### src/rtl/core/bedar_pkg.sv
package bedar_pkg;

  localparam int MASK_W = 18;
  localparam int BTN_IDX_W = 5;
  localparam int CFG_IDX_W = 1;

  localparam logic [CFG_IDX_W-1:0] CFG_REPEAT_DELAY = 1'd0;
  localparam logic [CFG_IDX_W-1:0] CFG_REPEAT_INTERVAL = 1'd1;

  localparam logic [15:0] REPEAT_DELAY_RESET = 16'd300;
  localparam logic [15:0] REPEAT_INTERVAL_RESET = 16'd100;

  localparam logic OP_POLL = 1'b0;
  localparam logic OP_EVENT = 1'b1;

  localparam logic [15:0] EV_KEY = 16'd1;
  localparam logic [15:0] EV_ABS = 16'd3;

  localparam logic [15:0] HAT_X_CODE = 16'h0010;
  localparam logic [15:0] HAT_Y_CODE = 16'h0011;

  localparam logic [15:0] CODE_A = 16'd304;
  localparam logic [15:0] CODE_B = 16'd305;
  localparam logic [15:0] CODE_X = 16'd307;
  localparam logic [15:0] CODE_Y = 16'd308;
  localparam logic [15:0] CODE_L1 = 16'd310;
  localparam logic [15:0] CODE_R1 = 16'd311;
  localparam logic [15:0] CODE_L2 = 16'd312;
  localparam logic [15:0] CODE_R2 = 16'd313;
  localparam logic [15:0] CODE_SELECT = 16'd314;
  localparam logic [15:0] CODE_START = 16'd315;
  localparam logic [15:0] CODE_MENU = 16'd316;
  localparam logic [15:0] CODE_POWER = 16'd116;
  localparam logic [15:0] CODE_PLUS = 16'd115;
  localparam logic [15:0] CODE_MINUS = 16'd114;

  localparam logic [BTN_IDX_W-1:0] POS_A = 5'd0;
  localparam logic [BTN_IDX_W-1:0] POS_B = 5'd1;
  localparam logic [BTN_IDX_W-1:0] POS_X = 5'd2;
  localparam logic [BTN_IDX_W-1:0] POS_Y = 5'd3;
  localparam logic [BTN_IDX_W-1:0] POS_L1 = 5'd4;
  localparam logic [BTN_IDX_W-1:0] POS_R1 = 5'd5;
  localparam logic [BTN_IDX_W-1:0] POS_L2 = 5'd6;
  localparam logic [BTN_IDX_W-1:0] POS_R2 = 5'd7;
  localparam logic [BTN_IDX_W-1:0] POS_SELECT = 5'd8;
  localparam logic [BTN_IDX_W-1:0] POS_START = 5'd9;
  localparam logic [BTN_IDX_W-1:0] POS_MENU = 5'd10;
  localparam logic [BTN_IDX_W-1:0] POS_POWER = 5'd11;
  localparam logic [BTN_IDX_W-1:0] POS_PLUS = 5'd12;
  localparam logic [BTN_IDX_W-1:0] POS_MINUS = 5'd13;
  localparam logic [BTN_IDX_W-1:0] POS_UP = 5'd14;
  localparam logic [BTN_IDX_W-1:0] POS_DOWN = 5'd15;
  localparam logic [BTN_IDX_W-1:0] POS_LEFT = 5'd16;
  localparam logic [BTN_IDX_W-1:0] POS_RIGHT = 5'd17;

  typedef struct packed {
    logic op;
    logic [31:0] now_ms;
    logic [15:0] event_type;
    logic [15:0] event_code;
    logic signed [31:0] event_value;
  } in_item_t;

  typedef struct packed {
    logic [MASK_W-1:0] held_mask;
    logic [MASK_W-1:0] pressed_mask;
    logic [MASK_W-1:0] released_mask;
    logic [MASK_W-1:0] repeated_mask;
  } out_item_t;

  typedef struct packed {
    logic hit;
    logic [BTN_IDX_W-1:0] idx;
  } key_hit_t;

  function automatic key_hit_t key_lookup(input logic [15:0] code);
    key_hit_t r;
    r.hit = 1'b1;
    r.idx = POS_A;
    unique case (code)
      CODE_A: r.idx = POS_A;
      CODE_B: r.idx = POS_B;
      CODE_X: r.idx = POS_X;
      CODE_Y: r.idx = POS_Y;
      CODE_L1: r.idx = POS_L1;
      CODE_R1: r.idx = POS_R1;
      CODE_L2: r.idx = POS_L2;
      CODE_R2: r.idx = POS_R2;
      CODE_SELECT: r.idx = POS_SELECT;
      CODE_START: r.idx = POS_START;
      CODE_MENU: r.idx = POS_MENU;
      CODE_POWER: r.idx = POS_POWER;
      CODE_PLUS: r.idx = POS_PLUS;
      CODE_MINUS: r.idx = POS_MINUS;
      default: r.hit = 1'b0;
    endcase
    return r;
  endfunction

endpackage

### src/rtl/core/button_event_decoder_autorepeat_core.sv
// Button event decoder with auto repeat. Each transfer on the input channel is either a poll
// start (op 0), which latches now_ms, clears the pressed, released and repeated masks and flags
// every held button whose due time has passed, or a raw key or hat-axis event (op 1). Every
// input transfer yields exactly one output transfer with the four button masks. An item is
// held in the input register and is decoded and applied to the button state in one pass
// on its way to the output register, so one item is taken every cycle while the output is
// not stalled; its result is offered on the output once it has passed the input and output
// registers. All per-button due checks run in parallel, one 32-bit compare and add per button.
// The configuration port is always ready; write it only while no item is in flight.
module button_event_decoder_autorepeat_core #(
  parameter int NUM_BUTTONS = 18
) (
  input  logic clk,
  input  logic rst,
  input  logic in_valid,
  output logic in_stall,
  input  bedar_pkg::in_item_t in_data,
  output logic out_valid,
  input  logic out_stall,
  output bedar_pkg::out_item_t out_data,
  input  logic cfg_valid,
  output logic cfg_ready,
  input  logic [bedar_pkg::CFG_IDX_W-1:0] cfg_index,
  input  logic [15:0] cfg_data
);

  logic [15:0] repeat_delay;
  logic [15:0] repeat_interval;

  logic s1_valid;
  bedar_pkg::in_item_t s1_data;
  logic advance;

  logic [NUM_BUTTONS-1:0] held_bits, held_bits_next;
  logic [NUM_BUTTONS-1:0] new_press_bits, new_press_bits_next;
  logic [NUM_BUTTONS-1:0] release_bits, release_bits_next;
  logic [NUM_BUTTONS-1:0] repeat_bits, repeat_bits_next;
  logic [31:0] repeat_due [NUM_BUTTONS];
  logic [31:0] repeat_due_next [NUM_BUTTONS];
  logic [31:0] poll_time, poll_time_next;

  logic [31:0] press_due;
  logic ev_neg;
  logic ev_zero;
  bedar_pkg::key_hit_t key_hit;
  logic press_req;
  logic [bedar_pkg::BTN_IDX_W-1:0] press_idx;
  logic [NUM_BUTTONS-1:0] press_vec;
  logic [NUM_BUTTONS-1:0] new_vec;
  logic [NUM_BUTTONS-1:0] release_vec;
  logic [NUM_BUTTONS-1:0] due_hit;

  assign cfg_ready = 1'b1;

  always_ff @(posedge clk) begin
    if (rst) begin
      repeat_delay <= bedar_pkg::REPEAT_DELAY_RESET;
      repeat_interval <= bedar_pkg::REPEAT_INTERVAL_RESET;
    end else if (cfg_valid && cfg_ready) begin
      unique case (cfg_index)
        bedar_pkg::CFG_REPEAT_DELAY: repeat_delay <= cfg_data;
        bedar_pkg::CFG_REPEAT_INTERVAL: repeat_interval <= cfg_data;
        default: ;
      endcase
    end
  end

  assign advance = s1_valid && (!out_valid || !out_stall);
  assign in_stall = s1_valid && !advance;

  always_ff @(posedge clk) begin
    if (rst) begin
      s1_valid <= 1'b0;
    end else if (in_valid && !in_stall) begin
      s1_valid <= 1'b1;
    end else if (advance) begin
      s1_valid <= 1'b0;
    end
  end

  always_ff @(posedge clk) begin
    if (in_valid && !in_stall) begin
      s1_data <= in_data;
    end
  end

  // event decode
  assign ev_neg = s1_data.event_value[31];
  assign ev_zero = (s1_data.event_value == 32'sd0);
  assign key_hit = bedar_pkg::key_lookup(s1_data.event_code);
  assign press_due = poll_time + {16'd0, repeat_delay};

  always_comb begin
    press_req = 1'b0;
    press_idx = bedar_pkg::POS_A;
    release_vec = '0;
    if (s1_data.event_type == bedar_pkg::EV_KEY) begin
      if (key_hit.hit && (ev_neg || ev_zero || s1_data.event_value == 32'sd1)) begin
        if (ev_zero) begin
          release_vec[key_hit.idx] = 1'b1;
        end else begin
          press_req = 1'b1;
          press_idx = key_hit.idx;
        end
      end
    end else if (s1_data.event_type == bedar_pkg::EV_ABS) begin
      if (s1_data.event_code == bedar_pkg::HAT_X_CODE) begin
        if (ev_zero) begin
          release_vec[bedar_pkg::POS_LEFT] = 1'b1;
          release_vec[bedar_pkg::POS_RIGHT] = 1'b1;
        end else begin
          press_req = 1'b1;
          press_idx = ev_neg ? bedar_pkg::POS_LEFT : bedar_pkg::POS_RIGHT;
        end
      end else if (s1_data.event_code == bedar_pkg::HAT_Y_CODE) begin
        if (ev_zero) begin
          release_vec[bedar_pkg::POS_UP] = 1'b1;
          release_vec[bedar_pkg::POS_DOWN] = 1'b1;
        end else begin
          press_req = 1'b1;
          press_idx = ev_neg ? bedar_pkg::POS_UP : bedar_pkg::POS_DOWN;
        end
      end
    end
  end

  assign press_vec = press_req ? ({{(NUM_BUTTONS-1){1'b0}}, 1'b1} << press_idx) : '0;
  assign new_vec = press_vec & ~held_bits;

  always_comb begin
    for (int i = 0; i < NUM_BUTTONS; i++) begin
      due_hit[i] = held_bits[i] && (s1_data.now_ms >= repeat_due[i]);
    end
  end

  always_comb begin
    held_bits_next = held_bits;
    new_press_bits_next = new_press_bits;
    release_bits_next = release_bits;
    repeat_bits_next = repeat_bits;
    poll_time_next = poll_time;
    for (int i = 0; i < NUM_BUTTONS; i++) begin
      repeat_due_next[i] = repeat_due[i];
    end
    if (s1_data.op == bedar_pkg::OP_POLL) begin
      poll_time_next = s1_data.now_ms;
      new_press_bits_next = '0;
      release_bits_next = '0;
      repeat_bits_next = due_hit;
      for (int i = 0; i < NUM_BUTTONS; i++) begin
        if (due_hit[i]) begin
          repeat_due_next[i] = repeat_due[i] + {16'd0, repeat_interval};
        end
      end
    end else begin
      held_bits_next = (held_bits | new_vec) & ~release_vec;
      new_press_bits_next = new_press_bits | new_vec;
      release_bits_next = release_bits | release_vec;
      repeat_bits_next = (repeat_bits | new_vec) & ~release_vec;
      for (int i = 0; i < NUM_BUTTONS; i++) begin
        if (new_vec[i]) begin
          repeat_due_next[i] = press_due;
        end
      end
    end
  end

  always_ff @(posedge clk) begin
    if (rst) begin
      held_bits <= '0;
      new_press_bits <= '0;
      release_bits <= '0;
      repeat_bits <= '0;
      poll_time <= '0;
      for (int i = 0; i < NUM_BUTTONS; i++) begin
        repeat_due[i] <= '0;
      end
    end else if (advance) begin
      held_bits <= held_bits_next;
      new_press_bits <= new_press_bits_next;
      release_bits <= release_bits_next;
      repeat_bits <= repeat_bits_next;
      poll_time <= poll_time_next;
      for (int i = 0; i < NUM_BUTTONS; i++) begin
        repeat_due[i] <= repeat_due_next[i];
      end
    end
  end

  always_ff @(posedge clk) begin
    if (rst) begin
      out_valid <= 1'b0;
    end else if (advance) begin
      out_valid <= 1'b1;
    end else if (!out_stall) begin
      out_valid <= 1'b0;
    end
  end

  always_ff @(posedge clk) begin
    if (advance) begin
      out_data.held_mask <= held_bits_next[bedar_pkg::MASK_W-1:0];
      out_data.pressed_mask <= new_press_bits_next[bedar_pkg::MASK_W-1:0];
      out_data.released_mask <= release_bits_next[bedar_pkg::MASK_W-1:0];
      out_data.repeated_mask <= repeat_bits_next[bedar_pkg::MASK_W-1:0];
    end
  end

endmodule

### config.mk
export PLATFORM = sky130hd
export DESIGN_NAME = button_event_decoder_autorepeat_core
export DESIGN_NICKNAME = d
export VERILOG_FILES = /design/src/rtl/core/bedar_pkg.sv /design/src/rtl/core/button_event_decoder_autorepeat_core.sv
export SDC_FILE = /design/constraint.sdc
export NUM_CORES = 2
export LEC_CHECK = 0
export BUFFER_PORTS_ARGS = -buffer_cell sky130_fd_sc_hd__buf_2
export CAP_MARGIN = 20
export CORE_ASPECT_RATIO = 1.1
export CORE_MARGIN = 2
export CORE_UTILIZATION = 45
export CTS_BUF_LIST = sky130_fd_sc_hd__clkbuf_8
export DETAILED_ROUTE_END_ITERATION = 6
export PLACE_DENSITY = 0.66
export SYNTH_ARGS = -nofsm -noshare
export SYNTH_HDL_FRONTEND = slang
export SYNTH_SLANG_ARGS = --single-unit
### constraint.sdc
create_clock -name clk -period 15.15 [get_ports clk]
set_input_delay 2.2725 -clock clk [delete_from_list [all_inputs] [get_ports clk]]
set_output_delay 2.2725 -clock clk [all_outputs]
set_load 0.01 [all_outputs]
==> out/metrics.cfg <==
[status]
status = finished, final reports clean

[sta]
timing.setup.tns_ns = 0
hold_violations = 0
fin_crit_sh = 0.364
period_minus_slack_ns = 5.51
maxSlewViolCount = 0
whs_ns = 0.452
finClkSkew_ns = 0.0517
rsz0062_at_grt = false
setup_violations = 0
timing.fmax_mhz = 182
maxSlewHeadroom = 0.152
worst_pin_slew_ns = 1.26

[worst_setup_path]
required_ns = 15.76
reg2reg_to = repeat_due[7][29]$_SDFFCE_PN0P_
slowest_delay_ns = 0.90
reg2reg_slack_ns = 10.03
reg2regPathDepth = 11
timing.rr.start = repeat_interval[2]$_SDFFE_PP1P_
cp_slowest_cell = buf_4
critPathMaxFanout = 88
crit_type = input port to register
crit_path_cell_trace = buf_2 > nand2_1 > nand2_2 > buf_4 > inv_6 > nand2b_4 > buf_4 > buf_4 > o22ai_1
cp.arrival_ns = 6.12
cp-start-kind = input port
path_common_cell = buf_4
critPathCaptureType = register

[logic_synthesis]
netlist_instances = 7193
syn_area_per_cell_um2 = 9.24
synth_nets = 8211
synthFlopType = edfxtp_1
synth.most_common_cell = ha_1
synth-async-reset-ratio = 0
synth.top_cell.area_share = 0.336
synthTopCellsByArea = edfxtp_1 (34%), ha_1 (17%), xnor2_1 (5.7%)
ys_seq_area_frac = 0.378
synth_edf_count = 745
netlist_area_mm2 = 0.0665
ys_types = 94
yosysTopAreaCell = edfxtp_1
ys_ff_latch = 883
yosysWarningCount = 0
synth.cells.most_frequent = ha_1 (880), edfxtp_1 (745), inv_1 (659)

[place]
gp_congestion = 0.958
numPortBuffers = 192
placed_area_mm2 = 0.0703
dp_hpwl_um = 156000
dp_cells = 9244

[layout]
syn_to_final_growth_pct = 10.7
fin_nets = 8489
multi_input_area_mm2 = 0.0384
layout-drive-gt1-share = 0.0813
finalNonFillerCells = 9536
final_util = 0.503
final_area_mm2 = 0.0736
register_area_mm2 = 0.0251
fill_cells = 13600

[run]
cap_violations = 0

[worst_hold_path]
hp-start = new_press_bits[9]$_SDFFE_PP0P_
holdPathEnd = new_press_bits[9]$_SDFFE_PP0P_
whs_path_depth = 2
hp-class = register to register

[floorplanning]
rows = 147
coreArea_mm2 = 0.146
die_w_um = 370
die-height_um = 407
start_util = 0.454
dieArea_mm2 = 0.151
ios = 194

[routing]
first_iter_violations = 4831
wl_per_cell_um = 23.0
drc = 0
vias_per_cell = 6.06
wirelength_um = 220000
via_count = 57800
drt_pass1_iterations = 6
antenna_left = 0

[clock_network]
ctsResizeCount = 0
cts_sinks = 883
cts_buffers = 157
cts_root_buf = clkbuf_8
postCtsHoldBufs = 0
cts_tree = built
cts_buffer_depth = 3
ctsHtreeMaxLevel = 4
cts_setup_buffers = 0
worstSkewPairLatency_ns = 0.94
path_clk_slew_ns = 0.06

[global_route]
grt_pass1_wl_um = 331000
track_usage = 0.286
overflow = 0
antenna_found_initial = 7
grt_max_degree = 112
grt_pass1_vias = 57500

[pwr]
cellPowerDensity_mw_per_mm2 = 87.6
ir_worst_vdd_uv = 87.2
p_leak_nw = 30.6

[where the power goes]
group          switching, W  internal (W)  leakage (nW)
logic              0.000782      0.000476          20.1
registers         0.0000807       0.00277          8.69
clock network       0.00113       0.00121          1.80
total               0.00199       0.00446          30.6
[kinds of logic (layout without fill, tap and decap cells)]
logic type | count (synthesis) | in the layout | share of synthesized area
mux | 8 | 8 | 0.00134
fa+ha+maj | 899 | 899 | 0.171
compound gates | 2005 | 2005 | 0.187
xor+xnor | 489 | 489 | 0.0644
other cells | 1 | 3 | 0.0000564
buf+inv | 856 | 1260 | 0.0484
simple gates | 2052 | 2052 | 0.149
flops | 883 | 883 | 0.378
[metal layers]
metal	part of all wire	up-vias	global-route usage
li1	-	26900	-
met1	0.40	27800	0.362
met2	0.46	2523	0.468
met3	0.080	581	0.0432
met4	0.056	2	0.154
met5	0.000064	-	0
[per-stage QoR]
| stage | setup slack [ns] | total power [W] |
|---|---|---|
| 2_1_floorplan | 7.78 | 0.00373 |
| 3_3_place_gp | 8.84 | 0.00409 |
| 3_5_place_dp | 8.81 | 0.00413 |
| 4_1_cts | 9.80 | 0.00646 |
| 5_1_grt | 9.45 | 0.00672 |
| 6_report | 9.64 | 0.00645 |
[layout make-up]
class                      count  share of cell area
clock inverter               120              0.0124
antenna                        2           0.0000680
tap                         1937              0.0329
clock buffer                 165              0.0309
multi-input combinational   5454               0.522
inverter                     660              0.0338
sequential                   883               0.342
timing repair buffer         315              0.0266
[critical path: cells and delay by family]
kind | cells | cell delay, ns
buf+inv | 5 | 2.64
simple gates | 3 | 0.81
compound gates | 1 | 0.21
[cells in the final DEF (no fill, tap or decap), types with 199 or more instances in the layout]
master    count
edfxtp_1    745
a21oi_1     611
xnor2_1     432
a21o_1      255
nand2_1     526
inv_1       708
nor2_1      529
nor3_1      199
ha_1        880
o21ai_0     530
[state kept, by name, indices dropped and copies added, names as in the netlist]
name             cells
repeat_bits         18
out_valid            1
release_bits        18
repeat_due         576
repeat_delay        16
repeat_interval     16
s1_data             96
new_press_bits      18
held_bits           18
out_data            72
ev_neg               1
poll_time           32
s1_valid             1
[how the worst max path moves through the flow]
stage | start | cells after the start | endpoint | slack [ns]
global placement | out_stall | 9 | repeat_due[7][11]$_SDFFCE_PN0P_ | 8.84
floorplan | out_stall | 2 | ev_neg$_DFFE_PP_ | 7.78
global route | out_stall | 9 | repeat_due[7][11]$_SDFFCE_PN0P_ | 9.45
detailed placement | out_stall | 9 | repeat_due[7][11]$_SDFFCE_PN0P_ | 8.81
finish | out_stall | 9 | repeat_due[7][11]$_SDFFCE_PN0P_ | 9.64
CTS | out_stall | 9 | repeat_due[7][11]$_SDFFCE_PN0P_ | 9.80
No activity file was read; power rests on OpenSTA's default activity.
